**src/hw/rtl/assert_macros.svh**
```systemverilog
// assertion helpers shared by the rtl modules
`ifndef ASSERT_MACROS_SVH
`define ASSERT_MACROS_SVH

// property checked on every rising clock edge outside reset
`define ASSERT_CLK(lbl, prop, msg) \
  lbl: assert property (@(posedge clk_i) disable iff (!rst_ni) (prop)) else $error(msg);

// condition that must never be seen outside reset
`define ASSERT_NEVER(lbl, cond, msg) \
  lbl: assert property (@(posedge clk_i) disable iff (!rst_ni) !(cond)) else $error(msg);

`endif

```
**src/hw/rtl/dqb_pkg.sv**
```systemverilog
package dqb_pkg;

  localparam int LabelMax = 58;
  localparam int CountW   = 6;
  localparam int AddrW    = $clog2(LabelMax);
  localparam int CfgW     = 16;
  localparam int CfgAddrW = 2;

  localparam logic [7:0] DotChar = 8'h2e;

  // register indexes of the configuration port
  localparam logic [CfgAddrW-1:0] CfgQueryId    = 2'd0;
  localparam logic [CfgAddrW-1:0] CfgRecursion  = 2'd1;
  localparam logic [CfgAddrW-1:0] CfgQueryType  = 2'd2;
  localparam logic [CfgAddrW-1:0] CfgQueryClass = 2'd3;

  // one output byte as planned by the sequencer
  typedef struct packed {
    logic [7:0] data;
    logic       from_ram;
    logic       run_end;
    logic       msg_end;
    logic       ovf;
  } desc_t;

  // label ram access from the sequencer
  typedef struct packed {
    logic             we;
    logic [AddrW-1:0] waddr;
    logic [7:0]       wdata;
    logic             re;
    logic [AddrW-1:0] raddr;
  } ram_req_t;

endpackage

```
**src/hw/rtl/dqb_ram.sv**
```systemverilog
module dqb_ram #(
  parameter int Width = 8,
  parameter int Depth = 58
) (
  input  logic                     clk_i,
  input  logic                     we_i,
  input  logic [$clog2(Depth)-1:0] waddr_i,
  input  logic [Width-1:0]         wdata_i,
  input  logic                     re_i,
  input  logic [$clog2(Depth)-1:0] raddr_i,
  output logic [Width-1:0]         rdata_o
);

  logic [Width-1:0] mem_q [Depth];
  logic [Width-1:0] rdata_q;

  always_ff @(posedge clk_i) begin
    if (we_i) begin
      mem_q[waddr_i] <= wdata_i;
    end
    if (re_i) begin
      rdata_q <= mem_q[raddr_i];
    end
  end

  assign rdata_o = rdata_q;

endmodule

```
**src/hw/rtl/dqb_ctrl.sv**
```systemverilog
`include "assert_macros.svh"

module dqb_ctrl (
  input  logic                          clk_i,
  input  logic                          rst_ni,
  input  logic                          cfg_we_i,
  input  logic [dqb_pkg::CfgAddrW-1:0]  cfg_addr_i,
  input  logic [dqb_pkg::CfgW-1:0]      cfg_wdata_i,
  input  logic                          in_valid_i,
  output logic                          in_ready_o,
  input  logic [7:0]                    in_char_i,
  input  logic                          in_final_i,
  output logic                          desc_valid_o,
  output dqb_pkg::desc_t                desc_o,
  input  logic                          desc_ready_i,
  output dqb_pkg::ram_req_t             ram_req_o
);
  import dqb_pkg::*;

  localparam logic [2:0] PhIdle = 3'd0;
  localparam logic [2:0] PhHdr  = 3'd1;
  localparam logic [2:0] PhLen  = 3'd2;
  localparam logic [2:0] PhData = 3'd3;
  localparam logic [2:0] PhTail = 3'd4;

  localparam logic [CountW-1:0] HdrLast  = CountW'(11);
  localparam logic [CountW-1:0] TailLast = CountW'(4);
  localparam logic [CountW-1:0] CntMax   = CountW'(LabelMax);

  // configuration registers
  logic [15:0] id_q, type_q, class_q;
  logic        rd_q;

  // message state
  logic              at_start_q;
  logic [CountW-1:0] count_q;
  logic              ovf_q;

  // byte sequencer
  logic [2:0]        phase_q;
  logic [CountW-1:0] idx_q;
  logic              flush_q, tail_q, item_ovf_q;
  logic [CountW-1:0] cnt_q;

  logic              accept, step, is_dot, store, ovf_new, flush_new;
  logic [CountW-1:0] cnt_new;
  logic [2:0]        start_phase, nxt_phase;
  logic              last_of_phase;

  assign in_ready_o = (phase_q == PhIdle);
  assign accept     = in_valid_i && in_ready_o;

  assign is_dot    = (in_char_i == DotChar);
  assign store     = !is_dot && (count_q < CntMax);
  assign cnt_new   = store ? count_q + CountW'(1) : count_q;
  assign ovf_new   = ovf_q || (!is_dot && !store);
  assign flush_new = in_final_i ? (!is_dot || (cnt_new != '0)) : is_dot;

  always_comb begin
    if (at_start_q) begin
      start_phase = PhHdr;
    end else if (flush_new) begin
      start_phase = PhLen;
    end else if (in_final_i) begin
      start_phase = PhTail;
    end else begin
      start_phase = PhIdle;
    end
  end

  assign desc_valid_o = (phase_q != PhIdle);
  assign step         = desc_valid_o && desc_ready_i;

  always_comb begin
    desc_o          = '0;
    desc_o.ovf      = item_ovf_q;
    last_of_phase   = 1'b0;
    nxt_phase       = PhIdle;
    case (phase_q)
      PhHdr: begin
        case (idx_q)
          CountW'(0): desc_o.data = id_q[15:8];
          CountW'(1): desc_o.data = id_q[7:0];
          CountW'(2): desc_o.data = {7'd0, rd_q};
          CountW'(5): desc_o.data = 8'd1;
          default:    desc_o.data = 8'd0;
        endcase
        last_of_phase = (idx_q == HdrLast);
        nxt_phase     = flush_q ? PhLen : (tail_q ? PhTail : PhIdle);
      end
      PhLen: begin
        desc_o.data   = 8'(cnt_q);
        last_of_phase = 1'b1;
        nxt_phase     = (cnt_q != '0) ? PhData : (tail_q ? PhTail : PhIdle);
      end
      PhData: begin
        desc_o.from_ram = 1'b1;
        last_of_phase   = (idx_q == cnt_q - CountW'(1));
        nxt_phase       = tail_q ? PhTail : PhIdle;
      end
      PhTail: begin
        case (idx_q)
          CountW'(1): desc_o.data = type_q[15:8];
          CountW'(2): desc_o.data = type_q[7:0];
          CountW'(3): desc_o.data = class_q[15:8];
          CountW'(4): desc_o.data = class_q[7:0];
          default:    desc_o.data = 8'd0;
        endcase
        last_of_phase  = (idx_q == TailLast);
        nxt_phase      = PhIdle;
        desc_o.msg_end = (idx_q == TailLast);
      end
      default: begin
        nxt_phase = PhIdle;
      end
    endcase
    desc_o.run_end = last_of_phase && (nxt_phase == PhIdle);
  end

  // label store access: one write per kept character, one read per flushed label byte
  always_comb begin
    ram_req_o       = '0;
    ram_req_o.we    = accept && store;
    ram_req_o.waddr = count_q[AddrW-1:0];
    ram_req_o.wdata = in_char_i;
    ram_req_o.re    = step && (phase_q == PhData);
    ram_req_o.raddr = idx_q[AddrW-1:0];
  end

  always_ff @(posedge clk_i or negedge rst_ni) begin
    if (!rst_ni) begin
      id_q    <= 16'd0;
      rd_q    <= 1'b1;
      type_q  <= 16'd1;
      class_q <= 16'd1;
    end else if (cfg_we_i) begin
      case (cfg_addr_i)
        CfgQueryId:    id_q    <= cfg_wdata_i;
        CfgRecursion:  rd_q    <= cfg_wdata_i[0];
        CfgQueryType:  type_q  <= cfg_wdata_i;
        CfgQueryClass: class_q <= cfg_wdata_i;
        default: ;
      endcase
    end
  end

  always_ff @(posedge clk_i or negedge rst_ni) begin
    if (!rst_ni) begin
      at_start_q <= 1'b1;
      count_q    <= '0;
      ovf_q      <= 1'b0;
    end else if (accept) begin
      at_start_q <= in_final_i;
      count_q    <= (in_final_i || is_dot) ? '0 : cnt_new;
      ovf_q      <= in_final_i ? 1'b0 : ovf_new;
    end
  end

  always_ff @(posedge clk_i or negedge rst_ni) begin
    if (!rst_ni) begin
      phase_q <= PhIdle;
      idx_q   <= '0;
    end else if (accept) begin
      phase_q <= start_phase;
      idx_q   <= '0;
    end else if (step) begin
      if (last_of_phase) begin
        phase_q <= nxt_phase;
        idx_q   <= '0;
      end else begin
        idx_q <= idx_q + CountW'(1);
      end
    end
  end

  always_ff @(posedge clk_i) begin
    if (accept) begin
      flush_q    <= flush_new;
      tail_q     <= in_final_i;
      cnt_q      <= cnt_new;
      item_ovf_q <= ovf_new;
    end
  end

  `ASSERT_NEVER(ram_rd_in_range, ram_req_o.re && (ram_req_o.raddr >= AddrW'(LabelMax)), "label read past store")
  `ASSERT_CLK(msg_end_closes_run, (desc_valid_o && desc_o.msg_end) |-> desc_o.run_end, "message end without run end")
  `ASSERT_CLK(hdr_first, (accept && at_start_q) |=> (phase_q == PhHdr), "header not first")

endmodule

```
**src/hw/rtl/dqb_out.sv**
```systemverilog
`include "assert_macros.svh"

module dqb_out (
  input  logic           clk_i,
  input  logic           rst_ni,
  input  logic           desc_valid_i,
  input  dqb_pkg::desc_t desc_i,
  output logic           desc_ready_o,
  input  logic [7:0]     ram_rdata_i,
  output logic           out_valid_o,
  input  logic           out_ready_i,
  output logic [7:0]     out_byte_o,
  output logic           out_run_end_o,
  output logic           out_msg_end_o,
  output logic           out_ovf_o
);
  import dqb_pkg::*;

  // s1 waits for the ram read data, out is the bus register
  logic  s1_valid_q, out_valid_q;
  desc_t s1_q;
  logic [7:0] out_byte_q;
  logic  out_run_end_q, out_msg_end_q, out_ovf_q;
  logic  s1_move, s1_load;

  assign s1_move      = s1_valid_q && (!out_valid_q || out_ready_i);
  assign desc_ready_o = !s1_valid_q || s1_move;
  assign s1_load      = desc_valid_i && desc_ready_o;

  always_ff @(posedge clk_i or negedge rst_ni) begin
    if (!rst_ni) begin
      s1_valid_q  <= 1'b0;
      out_valid_q <= 1'b0;
    end else begin
      if (s1_load) begin
        s1_valid_q <= 1'b1;
      end else if (s1_move) begin
        s1_valid_q <= 1'b0;
      end
      if (s1_move) begin
        out_valid_q <= 1'b1;
      end else if (out_ready_i) begin
        out_valid_q <= 1'b0;
      end
    end
  end

  always_ff @(posedge clk_i) begin
    if (s1_load) begin
      s1_q <= desc_i;
    end
    if (s1_move) begin
      out_byte_q    <= s1_q.from_ram ? ram_rdata_i : s1_q.data;
      out_run_end_q <= s1_q.run_end;
      out_msg_end_q <= s1_q.msg_end;
      out_ovf_q     <= s1_q.ovf;
    end
  end

  assign out_valid_o   = out_valid_q;
  assign out_byte_o    = out_byte_q;
  assign out_run_end_o = out_run_end_q;
  assign out_msg_end_o = out_msg_end_q;
  assign out_ovf_o     = out_ovf_q;

  `ASSERT_CLK(s1_filled, s1_load |=> s1_valid_q, "planned byte lost")

endmodule

```
**src/hw/rtl/dns_query_builder.sv**
```systemverilog
// channel   | dir | beat contents
// s_axis    | in  | tdata[7:0] name_char, tlast final_char
// m_axis    | out | tdata[7:0] out_byte, tlast run_end, tuser[0] message_end,
//           |     | tuser[1] label_overflow
// cfg       | in  | cfg_we_i, cfg_addr_i register index, cfg_wdata_i value
//
// an input character is accepted, then the bytes it causes (0 to 64 bytes) are planned
// one after another, as set by the single byte sequencer and the one read port
// of the label ram; the next character is taken once the last byte is planned
// two register stages (ram read, bus register) follow the sequencer, so
// stalls on m_axis back up into the sequencer without losing bytes
// reset is asynchronous and active low; the label ram needs no clearing pass

module dns_query_builder (
  input  logic                         clk_i,
  input  logic                         rst_ni,
  // configuration write port
  input  logic                         cfg_we_i,
  input  logic [dqb_pkg::CfgAddrW-1:0] cfg_addr_i,
  input  logic [dqb_pkg::CfgW-1:0]     cfg_wdata_i,
  // name characters
  input  logic                         s_axis_tvalid,
  output logic                         s_axis_tready,
  input  logic [7:0]                   s_axis_tdata,  // [7:0] name_char
  input  logic                         s_axis_tlast,
  // query message bytes
  output logic                         m_axis_tvalid,
  input  logic                         m_axis_tready,
  output logic [7:0]                   m_axis_tdata,  // [7:0] out_byte
  output logic                         m_axis_tlast,
  output logic [1:0]                   m_axis_tuser   // [0] message_end, [1] label_overflow
);
  import dqb_pkg::*;

  logic     desc_valid, desc_ready;
  desc_t    desc;
  ram_req_t ram_req;
  logic [7:0] ram_rdata;
  logic     msg_end, ovf;

  // sequencer, message state and configuration registers
  dqb_ctrl u_ctrl (
    .clk_i        (clk_i),
    .rst_ni       (rst_ni),
    .cfg_we_i     (cfg_we_i),
    .cfg_addr_i   (cfg_addr_i),
    .cfg_wdata_i  (cfg_wdata_i),
    .in_valid_i   (s_axis_tvalid),
    .in_ready_o   (s_axis_tready),
    .in_char_i    (s_axis_tdata),
    .in_final_i   (s_axis_tlast),
    .desc_valid_o (desc_valid),
    .desc_o       (desc),
    .desc_ready_i (desc_ready),
    .ram_req_o    (ram_req)
  );

  // label characters, written on accept, read back on flush
  dqb_ram #(
    .Width (8),
    .Depth (LabelMax)
  ) u_label_ram (
    .clk_i   (clk_i),
    .we_i    (ram_req.we),
    .waddr_i (ram_req.waddr),
    .wdata_i (ram_req.wdata),
    .re_i    (ram_req.re),
    .raddr_i (ram_req.raddr),
    .rdata_o (ram_rdata)
  );

  // ram data merge and bus output register
  dqb_out u_out (
    .clk_i         (clk_i),
    .rst_ni        (rst_ni),
    .desc_valid_i  (desc_valid),
    .desc_i        (desc),
    .desc_ready_o  (desc_ready),
    .ram_rdata_i   (ram_rdata),
    .out_valid_o   (m_axis_tvalid),
    .out_ready_i   (m_axis_tready),
    .out_byte_o    (m_axis_tdata),
    .out_run_end_o (m_axis_tlast),
    .out_msg_end_o (msg_end),
    .out_ovf_o     (ovf)
  );

  assign m_axis_tuser = {ovf, msg_end};

endmodule

```
**config.mk**
```make
export PLATFORM = sky130hd
export DESIGN_NAME = dns_query_builder
export DESIGN_NICKNAME = d
export VERILOG_FILES = /design/src/hw/rtl/dqb_pkg.sv /design/src/hw/rtl/dqb_ram.sv /design/src/hw/rtl/dqb_ctrl.sv /design/src/hw/rtl/dqb_out.sv /design/src/hw/rtl/dns_query_builder.sv
export VERILOG_INCLUDE_DIRS = /design/src /design/src/hw/rtl
export SDC_FILE = /design/constraint.sdc
export NUM_CORES = 1
export LEC_CHECK = 0
export BUFFER_PORTS_ARGS = -buffer_cell sky130_fd_sc_hd__buf_2
export CAP_MARGIN = 20
export CORE_MARGIN = 2
export CORE_UTILIZATION = 45
export CTS_BUF_LIST = sky130_fd_sc_hd__clkbuf_8
export DETAILED_ROUTE_END_ITERATION = 8
export GPL_TIMING_DRIVEN = 0
export PLACE_DENSITY_LB_ADDON = 0.1
export RECOVER_POWER = 50
export SLEW_MARGIN = 5
export SYNTH_ARGS = -nofsm -noshare
export SYNTH_HDL_FRONTEND = slang
export SYNTH_SLANG_ARGS = --single-unit
```
**constraint.sdc**
```tcl
create_clock -name clk_i -period 9.4 [get_ports clk_i]
set_clock_uncertainty 0.05 [all_clocks]
set_input_delay 2.82 -clock clk_i [delete_from_list [all_inputs] [get_ports clk_i]]
set_output_delay 2.82 -clock clk_i [all_outputs]
set_load 0.02 [all_outputs]
```
==> flow_summary.yaml <==
run_status:
  status: "finished, violations left"
  violations: "capacitance limit, slew limit"
sta:
  worst_slack_ps: 2070
  finalSetupTns_ps: 0
  maxSlewViolCount: 301
  setup_violations: 0
  rsz0062_at_grt: "false"
  tightestPinTransition_ps: 2650
  period_share_pct: 78.0
  holdWs_ps: 379
  period_minus_slack_ps: 7330
  final_hold_viol_count: 0
  fmax_mhz: 136
  slew_headroom_pct: -76.5
logic_synthesis:
  synth_area_per_cell_um2: 19.9
  synth.distinct_cells: 70
  synth_top_area_cell: "edfxtp_1"
  yosys-top-cells-count: "504 x edfxtp_1, 144 x mux4_2, 82 x nor2_1, 64 x dfrtp_1, 59 x mux2_2"
  yosys_warnings: 0
  synth-async-reset-ratio_pct: 11.9
  synthFlopType: "edfxtp_1"
  syn-num-nets: 1202
  ys_seq_area_share_pct: 72.9
  syn_area_um2: 23100
  synth_top_area_share_pct: 65.5
  synth_seq_cells: 572
  synth_edf_count: 504
  netlist_instances: 1163
  synth_area_leaders: "edfxtp_1 66%, mux4_2 14%, dfrtp_1 6.9%"
  yosysMostFrequentCell: "edfxtp_1"
power_and_ir_drop:
  powerDensity_nw_per_um2: 263
  power_leakage_nw: 8.51
  max-vdd-ir-drop_mv: 0.118
clock_tree:
  hold_buffers: 0
  htree_levels: 3
  cts_root_buf: "clkbuf_8"
  cts.repair.resized: 0
  post_cts_buffers: 0
  clock_latency_ps: 680
  cts_buffers: 95
  cts_tree: "done"
  cts.path.max_buffers: 3
  cts.sinks: 572
  cts.reportedPaths.clkPinSlew_ps: 60
route:
  drc: 0
  ant_nets: 0
  wire_per_inst_um: 26.7
  wirelength_mm: 55.4
  num_vias: 11700
  drt_iter0_drc: 1154
  viasPerCell: 5.64
  dr.pass1.iters: 7
job:
  maxCapViolations: 7
grt:
  grt_max_degree: 60
  antenna_found_initial: 5
  grt_pass1_vias: 12200
  grt.total_usage_pct: 21.4
  grt-ovfl-total: 0
  grt_pass1_wl_mm: 81.4
placed_design:
  io_buffer_count: 44
  gp_congestion: 0.858
  dp_cells: 1892
  place_ws_ps: 2670
  placed_area_um2: 24300
  dpl.hpwl_mm: 36.2
layout:
  final_area_um2: 26100
  stdcell_count: 2074
  fillers: 4146
  nets: 1354
  area_growth_pct: 12.9
  drive_above_1_share_pct: 29.5
floorplanning:
  rows: 83
  start_util_pct: 45.3
  io-pin-count: 45
  core_um2: 51000
  dieArea_um2: 53100
  dieHeight_um: 231
  die_w_um: 231
critical_path:
  cp-start-kind: "primary input"
  end_kind: "register"
  worstPathArrival_ps: 7550
  path_class: "primary input to register"
  required_ps: 9620
  crit_fanout: 49
min_path:
  hp-class: "register to register"
-- final cells by class --
class	instances	area (um2)	share of cell area, %
Clock buffer	101	1390	5.33
Timing Repair Buffer	55	288	1.10
Buffer	63	315	1.21
Multi-Input combinational cell	515	5890	22.6
Inverter	13	48.8	0.187
Clock inverter	72	430	1.65
Antenna cell	3	7.51	0.0288
Sequential cell	572	16800	64.6
Tap cell	680	851	3.26
-- power breakdown --
group          total (mW)  switching, mW  leakage, nW  internal [mW]
registers            3.04         0.0729         5.38           2.97
logic                1.72          0.979         2.07          0.742
clock network        2.10          0.975         1.06           1.13
-- worst max-delay path: stages --
cell and delay [ps]:
clkbuf_1 380, clkbuf_1 1700, and4b_1 360, nand2_1 190, nand3_1 340, or4b_1 560, clkbuf_1 270, nor2_1 900
-- registers in the layout, summed over array words and instances, names as in the netlist, 3 cells and up --
register             count
u_label_ram.mem_q      464
u_ctrl.class_q          16
u_ctrl.id_q             16
u_ctrl.type_q           16
u_out.s1_q              12
u_label_ram.rdata_o      8
u_out.out_byte_o         8
u_ctrl.cnt_q             6
u_ctrl.count_q           6
u_ctrl.idx_q             6
u_ctrl.phase_q           3
-- layer usage --
metal / share of wire, % / global-route usage (%) / vias to the layer above
met5: 0.032 / 0 / -
met3: 6.1 / 4.85 / 87
li1: - / - / 5091
met4: 2.1 / 6.07 / 2
met2: 49 / 34.6 / 387
met1: 43 / 29.5 / 6128
-- cells in the final DEF, fill, tap and decap left out, types with 4 or more instances in the layout --
| master | n |
|---|---|
| or2_2 | 10 |
| a211oi_1 | 8 |
| nand3_1 | 11 |
| clkbuf_1 | 55 |
| inv_1 | 47 |
| a22o_1 | 4 |
| clkbuf_8 | 102 |
| buf_6 | 7 |
| a222oi_1 | 8 |
| clkinv_1 | 18 |
| o21ai_0 | 7 |
| mux4_2 | 144 |
| dfstp_2 | 4 |
| a21boi_0 | 8 |
| nand3b_1 | 6 |
| buf_2 | 46 |
| o221ai_1 | 6 |
| mux2i_1 | 11 |
| mux2_2 | 58 |
| ha_1 | 7 |
| a22oi_1 | 9 |
| nand4_1 | 4 |
| a31oi_1 | 4 |
| clkinv_2 | 10 |
| nor2b_1 | 9 |
| xnor2_1 | 5 |
| o31ai_1 | 4 |
| nand2_1 | 23 |
| bufinv_16 | 5 |
| and2_1 | 4 |
| a21oi_1 | 16 |
| buf_1 | 5 |
| nor2_1 | 82 |
| nor3_2 | 5 |
| edfxtp_1 | 504 |
| dfrtp_1 | 64 |
| nor3_1 | 8 |
| nand2b_1 | 5 |
-- through the flow --
step	power [mW]	util [%]
after floorplan	4.23	-
after global placement	4.82	47.4
after detailed placement	4.84	47.6
after CTS	6.95	51.2
after global routing	7.16	51.1
final	6.86	51.1
-- cell families after synthesis --
kind of cell               count (synthesis)  synth area share [%]
and+or+nand+nor                          191                  4.17
DFF                                      572                  72.9
buffers and inverters                     76                  1.64
AOI/OAI and AO/OA                         94                  3.06
xor gates and xnor gates                   9                 0.423
adders and majority gates                  7                 0.379
muxes                                    214                  17.4
-- path summary, 6_finish.rpt --
kind,from,endpoint,slack [ps],cells after the start
max,s_axis_tdata[0],u_label_ram.mem_q[10][4],2070,8
max reg2reg,u_ctrl.idx_q[0],u_out.s1_q[9],5160,11
max in group asynchronous,rst_ni,u_ctrl.class_q[4],3820,2
min in group asynchronous,rst_ni,u_out.s1_valid_q,2370,1
min reg2reg,u_out.s1_q[1],u_out.out_msg_end_o,380,0
min,u_out.s1_q[1],u_out.out_msg_end_o,380,0
(Power assumes the default switching activity.)
